[src/sv/tob_pkg.sv]
// Shared types, constants and a helper function for the tick OHLC bar aggregator.
package tob_pkg;

    localparam int unsigned PRICE_W  = 32;
    localparam int unsigned WIDE_W   = 33;
    localparam int unsigned BARSEC_W = 20;
    localparam logic [BARSEC_W-1:0] BARSEC_RESET = 20'd60;
    localparam logic [WIDE_W-1:0]   TIME_MAX     = 33'h1_FFFF_FFFF;
    // Days from 0000-03-01 (shifted by one 400-year era) to 1970-01-01
    localparam logic [24:0] EPOCH_OFFSET = 25'd865565;
    // Reciprocal of 100 scaled by 2^19, exact for the year range in use
    localparam logic [12:0] RECIP100 = 13'd5243;
    localparam int unsigned RECIP_SH = 19;
    localparam logic signed [42:0] SEC_PER_DAY = 43'sd86400;

    typedef enum logic [2:0] {
        F_IDLE,
        F_CALC1,
        F_CALC2,
        F_MUL,
        F_SUM,
        F_DIV,
        F_PUSH
    } tob_front_state_t;

    // One classified item handed from the front to the back
    typedef struct packed {
        logic              flush;
        logic [WIDE_W-1:0] bucket;
        logic [WIDE_W-1:0] mid;
    } tob_item_t;

    // Day of the March-based year at which the month starts
    function automatic logic [8:0] tob_month_doy(input logic [3:0] m);
        logic [8:0] r;
        begin
            unique case (m)
                4'd1:    r = 9'd306;
                4'd2:    r = 9'd337;
                4'd3:    r = 9'd0;
                4'd4:    r = 9'd31;
                4'd5:    r = 9'd61;
                4'd6:    r = 9'd92;
                4'd7:    r = 9'd122;
                4'd8:    r = 9'd153;
                4'd9:    r = 9'd184;
                4'd10:   r = 9'd214;
                4'd11:   r = 9'd245;
                4'd12:   r = 9'd275;
                default: r = 9'd0;
            endcase
            return r;
        end
    endfunction

endpackage

[src/sv/tob_fifo.sv]
// Two-entry queue between the front and back parts.
module tob_fifo
    import tob_pkg::*;
(
    input  logic      clk,
    input  logic      rst_n,
    input  logic      push,
    input  tob_item_t push_item,
    output logic      full,
    input  logic      pop,
    output logic      head_valid,
    output tob_item_t head_item
);

    tob_item_t  mem [2];
    logic       wr_ptr_reg, wr_ptr_next;
    logic       rd_ptr_reg, rd_ptr_next;
    logic [1:0] count_reg, count_next;

    // Advance pointers and count
    always_comb
    begin
        wr_ptr_next = wr_ptr_reg ^ push;
        rd_ptr_next = rd_ptr_reg ^ pop;
        count_next  = count_reg + {1'b0, push} - {1'b0, pop};
    end

    always_ff @(posedge clk or negedge rst_n)
    begin
        if (!rst_n)
        begin
            wr_ptr_reg <= 1'b0;
            rd_ptr_reg <= 1'b0;
            count_reg  <= 2'd0;
        end
        else
        begin
            wr_ptr_reg <= wr_ptr_next;
            rd_ptr_reg <= rd_ptr_next;
            count_reg  <= count_next;
        end
    end

    // Write the entry on push
    always_ff @(posedge clk)
    begin
        if (push)
        begin
            mem[wr_ptr_reg] <= push_item;
        end
    end

    assign full       = (count_reg == 2'd2);
    assign head_valid = (count_reg != 2'd0);
    assign head_item  = mem[rd_ptr_reg];

endmodule

[src/sv/tob_front.sv]
// Front part: accepts ticks, builds Unix time and mid, finds the bar start.
module tob_front
    import tob_pkg::*;
(
    input  logic                clk,
    input  logic                rst_n,
    input  logic                in_valid,
    output logic                in_stall,
    input  logic                kind,
    input  logic [11:0]         year,
    input  logic [3:0]          month,
    input  logic [4:0]          day,
    input  logic [4:0]          hour,
    input  logic [5:0]          minute,
    input  logic [5:0]          second,
    input  logic [PRICE_W-1:0]  bid_price,
    input  logic [PRICE_W-1:0]  ask_price,
    input  logic [BARSEC_W-1:0] bar_seconds,
    output logic                push,
    output tob_item_t           push_item,
    input  logic                fifo_full
);

    tob_front_state_t state_reg, state_next;

    logic               flush_reg;
    logic [WIDE_W-1:0]  mid_reg;
    logic [13:0]        y_reg;
    logic [3:0]         m_reg;
    logic [4:0]         d_reg;
    logic [4:0]         hh_reg;
    logic [5:0]         mi_reg;
    logic [5:0]         ss_reg;
    logic [12:0]        yy_reg;
    logic [25:0]        c100_reg;
    logic [23:0]        c400_reg;
    logic [21:0]        d365_reg;
    logic [8:0]         doy_reg;
    logic [16:0]        tod_reg;
    logic signed [24:0] days_reg;
    logic signed [42:0] prod_reg;
    logic [WIDE_W-1:0]  t_reg;
    logic [WIDE_W-1:0]  tsh_reg;
    logic [BARSEC_W-1:0] rem_reg;
    logic [5:0]         cnt_reg;

    logic [BARSEC_W-1:0] w_eff;
    logic               accept;
    logic               drop;
    logic [13:0]        y_in;
    logic [3:0]         m_in;
    logic [13:0]        yy_full;
    logic [12:0]        yy;
    logic [24:0]        days_sum;
    logic signed [42:0] t_full;
    logic [WIDE_W-1:0]  t_sat;
    logic [BARSEC_W:0]  rem_sh;
    logic [BARSEC_W-1:0] rem_step;

    assign w_eff    = (bar_seconds == '0) ? BARSEC_W'(1) : bar_seconds;
    assign in_stall = (state_reg != F_IDLE);
    assign accept   = in_valid && !in_stall;
    assign drop     = !kind && ((bid_price == '0) || (ask_price == '0));

    // Fold out-of-range months into the neighboring year
    always_comb
    begin
        if (month == 4'd0)
        begin
            y_in = {2'b00, year} - 14'd1;
            m_in = 4'd12;
        end
        else if (month > 4'd12)
        begin
            y_in = {2'b00, year} + 14'd1;
            m_in = month - 4'd12;
        end
        else
        begin
            y_in = {2'b00, year};
            m_in = month;
        end
    end

    // Shifted year, March-based: always positive for any input pattern
    assign yy_full = y_reg + 14'd400 - {13'd0, (m_reg <= 4'd2)};
    assign yy      = yy_full[12:0];

    assign days_sum = 25'(d365_reg) + 25'(yy_reg >> 2)
                    - 25'(c100_reg >> RECIP_SH) + 25'(c400_reg >> RECIP_SH)
                    + 25'(doy_reg) + 25'(d_reg) - 25'd1 - EPOCH_OFFSET;

    assign t_full = prod_reg + $signed({26'd0, tod_reg});

    // Saturate the time to the 33-bit range
    always_comb
    begin
        if (t_full < 0)
        begin
            t_sat = '0;
        end
        else if (t_full > $signed({10'd0, TIME_MAX}))
        begin
            t_sat = TIME_MAX;
        end
        else
        begin
            t_sat = t_full[WIDE_W-1:0];
        end
    end

    // One restoring division step on the remainder
    always_comb
    begin
        rem_sh = {rem_reg, tsh_reg[WIDE_W-1]};
        if (rem_sh >= {1'b0, w_eff})
        begin
            rem_sh = rem_sh - {1'b0, w_eff};
        end
        rem_step = rem_sh[BARSEC_W-1:0];
    end

    // Next state and push
    always_comb
    begin
        state_next = state_reg;
        push       = 1'b0;
        unique case (state_reg)
            F_IDLE:
            begin
                if (accept && !drop)
                begin
                    state_next = kind ? F_PUSH : F_CALC1;
                end
            end
            F_CALC1: state_next = F_CALC2;
            F_CALC2: state_next = F_MUL;
            F_MUL:   state_next = F_SUM;
            F_SUM:   state_next = F_DIV;
            F_DIV:
            begin
                if (cnt_reg == 6'd1)
                begin
                    state_next = F_PUSH;
                end
            end
            F_PUSH:
            begin
                if (!fifo_full)
                begin
                    push       = 1'b1;
                    state_next = F_IDLE;
                end
            end
            default: state_next = F_IDLE;
        endcase
    end

    always_ff @(posedge clk or negedge rst_n)
    begin
        if (!rst_n)
        begin
            state_reg <= F_IDLE;
        end
        else
        begin
            state_reg <= state_next;
        end
    end

    // Datapath registers
    always_ff @(posedge clk)
    begin
        if (accept)
        begin
            flush_reg <= kind;
            mid_reg   <= {1'b0, bid_price} + {1'b0, ask_price};
            y_reg     <= y_in;
            m_reg     <= m_in;
            d_reg     <= day;
            hh_reg    <= hour;
            mi_reg    <= minute;
            ss_reg    <= second;
        end
        if (state_reg == F_CALC1)
        begin
            yy_reg   <= yy;
            c100_reg <= 26'(yy) * 26'(RECIP100);
            c400_reg <= 24'(yy >> 2) * 24'(RECIP100);
            d365_reg <= 22'(yy) * 22'd365;
            doy_reg  <= tob_month_doy(m_reg);
            tod_reg  <= 17'(hh_reg) * 17'd3600 + 17'(mi_reg) * 17'd60 + 17'(ss_reg);
        end
        if (state_reg == F_CALC2)
        begin
            days_reg <= $signed(days_sum);
        end
        if (state_reg == F_MUL)
        begin
            prod_reg <= $signed({{18{days_reg[24]}}, days_reg}) * SEC_PER_DAY;
        end
        if (state_reg == F_SUM)
        begin
            t_reg   <= t_sat;
            tsh_reg <= t_sat;
            rem_reg <= '0;
            cnt_reg <= 6'(WIDE_W);
        end
        if (state_reg == F_DIV)
        begin
            rem_reg <= rem_step;
            tsh_reg <= {tsh_reg[WIDE_W-2:0], 1'b0};
            cnt_reg <= cnt_reg - 6'd1;
        end
    end

    assign push_item.flush  = flush_reg;
    assign push_item.bucket = t_reg - {13'd0, rem_reg};
    assign push_item.mid    = mid_reg;

endmodule

[src/sv/tob_back.sv]
// Back part: keeps the open bar and emits finished bars through an output register.
module tob_back
    import tob_pkg::*;
(
    input  logic              clk,
    input  logic              rst_n,
    input  logic              head_valid,
    input  tob_item_t         head_item,
    output logic              pop,
    output logic              out_valid,
    input  logic              out_stall,
    output logic [WIDE_W-1:0] bar_start,
    output logic [WIDE_W-1:0] open_mid,
    output logic [WIDE_W-1:0] high_mid,
    output logic [WIDE_W-1:0] low_mid,
    output logic [WIDE_W-1:0] close_mid
);

    logic              open_reg;
    logic [WIDE_W-1:0] cur_reg, opn_reg, hi_reg, lo_reg, cls_reg;
    logic              out_valid_reg;
    logic [WIDE_W-1:0] o_start_reg, o_open_reg, o_high_reg, o_low_reg, o_close_reg;

    logic emit_need;
    logic out_free;

    assign emit_need = open_reg &&
                       (head_item.flush || (head_item.bucket != cur_reg));
    assign out_free  = !out_valid_reg || !out_stall;
    assign pop       = head_valid && (!emit_need || out_free);

    // Update the open bar
    always_ff @(posedge clk or negedge rst_n)
    begin
        if (!rst_n)
        begin
            open_reg <= 1'b0;
            cur_reg  <= '0;
            opn_reg  <= '0;
            hi_reg   <= '0;
            lo_reg   <= '0;
            cls_reg  <= '0;
        end
        else if (pop)
        begin
            if (head_item.flush)
            begin
                open_reg <= 1'b0;
                cur_reg  <= '0;
                opn_reg  <= '0;
                hi_reg   <= '0;
                lo_reg   <= '0;
                cls_reg  <= '0;
            end
            else if (!open_reg || (head_item.bucket != cur_reg))
            begin
                open_reg <= 1'b1;
                cur_reg  <= head_item.bucket;
                opn_reg  <= head_item.mid;
                hi_reg   <= head_item.mid;
                lo_reg   <= head_item.mid;
                cls_reg  <= head_item.mid;
            end
            else
            begin
                if (head_item.mid > hi_reg)
                begin
                    hi_reg <= head_item.mid;
                end
                if (head_item.mid < lo_reg)
                begin
                    lo_reg <= head_item.mid;
                end
                cls_reg <= head_item.mid;
            end
        end
    end

    // Hold the finished bar until its transfer
    always_ff @(posedge clk or negedge rst_n)
    begin
        if (!rst_n)
        begin
            out_valid_reg <= 1'b0;
        end
        else if (pop && emit_need)
        begin
            out_valid_reg <= 1'b1;
        end
        else if (!out_stall)
        begin
            out_valid_reg <= 1'b0;
        end
    end

    always_ff @(posedge clk)
    begin
        if (pop && emit_need)
        begin
            o_start_reg <= cur_reg;
            o_open_reg  <= opn_reg;
            o_high_reg  <= hi_reg;
            o_low_reg   <= lo_reg;
            o_close_reg <= cls_reg;
        end
    end

    assign out_valid = out_valid_reg;
    assign bar_start = o_start_reg;
    assign open_mid  = o_open_reg;
    assign high_mid  = o_high_reg;
    assign low_mid   = o_low_reg;
    assign close_mid = o_close_reg;

    a_pop_has_item: assert property (@(posedge clk) disable iff (!rst_n)
        pop |-> head_valid)
        else $error("pop without a queued item");

    a_flush_closes: assert property (@(posedge clk) disable iff (!rst_n)
        (pop && head_item.flush) |=> !open_reg)
        else $error("bar still open after flush");

    a_high_ge_low: assert property (@(posedge clk) disable iff (!rst_n)
        open_reg |-> (hi_reg >= lo_reg))
        else $error("bar high below low");

    a_emit_loads_out: assert property (@(posedge clk) disable iff (!rst_n)
        (pop && emit_need) |=> out_valid_reg)
        else $error("emitted bar not presented");

endmodule

[src/sv/tick_ohlc_bar_aggregator.sv]
// A tick holds the front from acceptance through 4 time steps and 33 divide steps to the push.
// The push waits while the queue is full; the front takes no new tick while busy (in_stall).
// A flush goes from acceptance straight to the push; dropped zero-price ticks leave the front idle.
// A bar closed by an item is loaded into the output register when that item is popped from the queue.
// Reset (rst_n low, asynchronous) closes any open bar and sets bar_seconds to 60.
module tick_ohlc_bar_aggregator
    import tob_pkg::*;
(
    input  logic                clk,
    input  logic                rst_n,
    input  logic                in_valid,
    output logic                in_stall,
    input  logic                kind,
    input  logic [11:0]         year,
    input  logic [3:0]          month,
    input  logic [4:0]          day,
    input  logic [4:0]          hour,
    input  logic [5:0]          minute,
    input  logic [5:0]          second,
    input  logic [PRICE_W-1:0]  bid_price,
    input  logic [PRICE_W-1:0]  ask_price,
    input  logic                bar_seconds_we,
    input  logic [BARSEC_W-1:0] bar_seconds_wdata,
    output logic                out_valid,
    input  logic                out_stall,
    output logic [WIDE_W-1:0]   bar_start,
    output logic [WIDE_W-1:0]   open_mid,
    output logic [WIDE_W-1:0]   high_mid,
    output logic [WIDE_W-1:0]   low_mid,
    output logic [WIDE_W-1:0]   close_mid
);

    logic [BARSEC_W-1:0] bar_seconds_reg;
    logic                push;
    tob_item_t           push_item;
    logic                fifo_full;
    logic                pop;
    logic                head_valid;
    tob_item_t           head_item;

    // Hold the bar length register
    always_ff @(posedge clk or negedge rst_n)
    begin
        if (!rst_n)
        begin
            bar_seconds_reg <= BARSEC_RESET;
        end
        else if (bar_seconds_we)
        begin
            bar_seconds_reg <= bar_seconds_wdata;
        end
    end

    tob_front u_front (
        .clk         (clk),
        .rst_n       (rst_n),
        .in_valid    (in_valid),
        .in_stall    (in_stall),
        .kind        (kind),
        .year        (year),
        .month       (month),
        .day         (day),
        .hour        (hour),
        .minute      (minute),
        .second      (second),
        .bid_price   (bid_price),
        .ask_price   (ask_price),
        .bar_seconds (bar_seconds_reg),
        .push        (push),
        .push_item   (push_item),
        .fifo_full   (fifo_full)
    );

    tob_fifo u_fifo (
        .clk        (clk),
        .rst_n      (rst_n),
        .push       (push),
        .push_item  (push_item),
        .full       (fifo_full),
        .pop        (pop),
        .head_valid (head_valid),
        .head_item  (head_item)
    );

    tob_back u_back (
        .clk        (clk),
        .rst_n      (rst_n),
        .head_valid (head_valid),
        .head_item  (head_item),
        .pop        (pop),
        .out_valid  (out_valid),
        .out_stall  (out_stall),
        .bar_start  (bar_start),
        .open_mid   (open_mid),
        .high_mid   (high_mid),
        .low_mid    (low_mid),
        .close_mid  (close_mid)
    );

endmodule

[config.mk]
export PLATFORM = sky130hd
export DESIGN_NAME = tick_ohlc_bar_aggregator
export DESIGN_NICKNAME = d
export VERILOG_FILES = /design/src/sv/tob_pkg.sv /design/src/sv/tob_fifo.sv /design/src/sv/tob_front.sv /design/src/sv/tob_back.sv /design/src/sv/tick_ohlc_bar_aggregator.sv
export SDC_FILE = /design/constraint.sdc
export NUM_CORES = 2
export LEC_CHECK = 0
export BUFFER_PORTS_ARGS = -buffer_cell sky130_fd_sc_hd__buf_4
export CAP_MARGIN = 20
export CORE_MARGIN = 2
export CORE_UTILIZATION = 35
export CTS_BUF_LIST = sky130_fd_sc_hd__clkbuf_16
export DETAILED_ROUTE_END_ITERATION = 10
export HOLD_SLACK_MARGIN = 0.08
export PLACE_DENSITY = 0.55
export SYNTH_ARGS = -nofsm -noshare
export SYNTH_HDL_FRONTEND = slang
export SYNTH_HIERARCHICAL = 1
export SYNTH_SLANG_ARGS = --single-unit
[constraint.sdc]
create_clock -name clk -period 14.8 [get_ports clk]
set_input_delay 2.22 -clock clk [delete_from_list [all_inputs] [get_ports clk]]
set_output_delay 2.22 -clock clk [all_outputs]
set_load 0.05 [all_outputs]
==> flow_summary.yaml <==
floorplanning:
  chipWidth_um: 392
  dieArea_um2: 153000
  die_h_um: 392
  core-area_um2: 150000
  std_cell_rows: 142
  ios: 295
  initial_utilization: 0.352
worst_setup_path:
  critPathCaptureType: "flip-flop"
  slowest_stage: "o21ai_0"
  crit_start: "u_front/m_reg[3]$_SDFFCE_PP1P_"
  worst_path_most_repeated_cell: "inv_1"
  worstPathArrival_ns: 9.39
  crit_fanout: 9
  reg2reg_slack_ns: 5.81
  critPathKind: "reg2reg"
  cpPeakStageDelay_ns: 0.59
  r2r_end: "u_front/c100_reg[25]$_DFFE_PP_"
  reg2regPathDepth: 30
  required_ns: 15.20
  r2r_start: "u_front/m_reg[3]$_SDFFCE_PP1P_"
  critPathLaunchType: "flip-flop"
finish:
  drive_gt1_frac: 0.135
  nFillCells: 14500
  largest_reg_flops: 134
  area_delta_synth_final_pct: 14.5
  final_common_cell: "inv_1"
  fin_util: 0.403
  nNetsFinal: 5921
  final_cell_mix: "732 x inv_1, 595 x edfxtp_1, 588 x ha_1"
placement:
  place_congestion: 0.848
  dpl.hpwl_mm: 94.1
  port_buffers: 294
yosys:
  syn_area_per_cell_um2: 11.3
  synthArstFlopShare: 0.246
  synth_seq_cells: 790
  netlist_instances: 4639
  synth_area_leaders: "edfxtp_1 34%, ha_1 14%, fa_1 9.1%"
  synth-main-ff-cell: "edfxtp_1"
  yosysSeqAreaShare: 0.432
  ys_warn_count: 6
  synth_edf_count: 595
  yosysTopAreaCell: "edfxtp_1"
  synth_nets: 5596
  synth_area_um2: 52600
  synth.top_cell.area_share: 0.340
  synth_cell_types: 98
status:
  status: "complete, no violations"
worst_hold_path:
  hold_class: "reg2reg"
  hold_path_depth: 0
  min-delay-start: "u_back/cls_reg[1]$_DFFE_PN0P_"
  hold_end: "u_back/close_mid[1]$_DFFE_PP_"
sta:
  hold_slack_ns: 0.420
  max_freq_mhz: 111
  hold_viol: 0
  drv_slew: 0
  fin_skew_ns: 0.0713
  rsz0062_at_grt: "no"
  finalSetupViolCount: 0
  slew_headroom: 0.273
  tns_ns: 0
  tightest_slew_ns: 1.09
  finalCritPeriodShare: 0.608
  period_needed_ns: 8.99
clocking:
  clk_latency_ns: 0.72
  clkTransAtPathRegs_ns: 0.06
  post_cts_buffers: 0
  post_cts_resized: 0
  htree_levels: 3
  ctsHoldBuffers: 0
  cts_made_buffers: 90
  clock_path_buffers: 3
  clock_sinks: 790
  cts_tree: "done"
  cts-root-buf: "clkbuf_16"
grt:
  grt_antenna_before_repair: 15
  grt_usage: 0.159
  grt-ovfl-total: 0
  grt_max_degree: 167
  grt_pass1_vias: 34700
  grt_pass1_wl_mm: 193
route:
  drtIter0Drc: 1609
  wl_per_cell_um: 17.2
  first_pass_iters: 5
  antenna_left: 0
  wl_mm: 121
  vias: 34000
  via_per_inst: 4.82
  drc: 0
flow_run:
  maxCapViolCount: 0
==> metrics by stage <==
step | std cells | instance area, um2 | setup WS (ns)
floorplan | 4639 | 52600 | 4.98
global placement | 6888 | 57200 | 5.98
detailed placement | 6888 | 57200 | 5.83
CTS | 7057 | 60200 | 5.67
global route | 7057 | 60200 | 5.02
finish | 7058 | 60200 | 5.81
==> final cells by class <==
class / count / area, um2 / area share
antenna: 1 / 2.50 / 0.0000415
clock buffer: 91 / 2280 / 0.0378
clock inverter: 78 / 727 / 0.0121
inverter: 710 / 2670 / 0.0442
multi-input combinational: 3039 / 26800 / 0.445
sequential: 790 / 22800 / 0.378
tap: 2016 / 2520 / 0.0419
timing repair buffer: 333 / 2520 / 0.0418
==> synth_stat cells, types with 13 or more instances <==
| master | count |
|---|---|
| and3_1 | 21 |
| a21oi_1 | 186 |
| edfxtp_1 | 595 |
| o21bai_1 | 28 |
| o21ai_1 | 20 |
| nand4_1 | 38 |
| nor2b_1 | 69 |
| mux2_4 | 40 |
| a22o_1 | 15 |
| o31ai_1 | 14 |
| ha_1 | 590 |
| a31oi_1 | 20 |
| nor2_1 | 235 |
| a21boi_0 | 28 |
| a311o_1 | 16 |
| dfrtp_1 | 190 |
| or2_2 | 13 |
| nand3_1 | 93 |
| fa_1 | 239 |
| nand3b_1 | 38 |
| o21a_1 | 32 |
| xnor2_1 | 158 |
| a21o_1 | 71 |
| nor4_1 | 36 |
| a211oi_1 | 26 |
| nand2b_1 | 28 |
| nand2_1 | 332 |
| mux2i_1 | 36 |
| o211ai_1 | 15 |
| clkbuf_1 | 61 |
| mux2_2 | 116 |
| or3_1 | 26 |
| nor3b_1 | 13 |
| inv_1 | 710 |
| xor2_1 | 99 |
| o21ai_0 | 116 |
| nor3_1 | 57 |
==> logic make-up (layout without fill, tap and decap cells) <==
group / count (synthesis) / after routing / share of synthesized area
simple gates: 1041 / 1041 / 0.0959
compound gates: 716 / 716 / 0.0928
buf+inv: 810 / 1212 / 0.0602
flops: 790 / 790 / 0.432
mux: 194 / 194 / 0.0439
xor+xnor: 259 / 259 / 0.0435
other cells: 0 / 1 / 0
fa+ha+maj: 829 / 829 / 0.231
==> worst max-delay path: cells and delay by family (launching register included) <==
family,cells,cell delay [ns]
AOI/OAI and AO/OA,11,3.36
adders and majority gates,8,3.14
buffers and inverters,6,0.72
xor gates and xnor gates,2,0.54
DFF,1,0.53
and+or+nand+nor,3,0.37
==> worst max path at each step <==
stage,slack [ns],to
after floorplan,4.98,u_back/out_valid$_DFFE_PN0P_
after global placement,5.98,u_front/c100_reg[25]$_DFFE_PP_
after detailed placement,5.83,u_front/c100_reg[25]$_DFFE_PP_
after CTS,5.67,u_front/c100_reg[25]$_DFFE_PP_
after global routing,5.02,u_front/c100_reg[25]$_DFFE_PP_
final,5.81,u_front/c100_reg[25]$_DFFE_PP_
==> metal layers <==
layer	track usage	wire (um)	share of wire
met1	0.211	55600	0.46
met2	0.267	57500	0.47
met3	0.0248	5170	0.043
met4	0.0473	2960	0.024
met5	0	50	0.00041
Power is left out: the tool's default activity adds up to more than one toggle a clock period on the data nets, which glitch-free logic cannot reach.
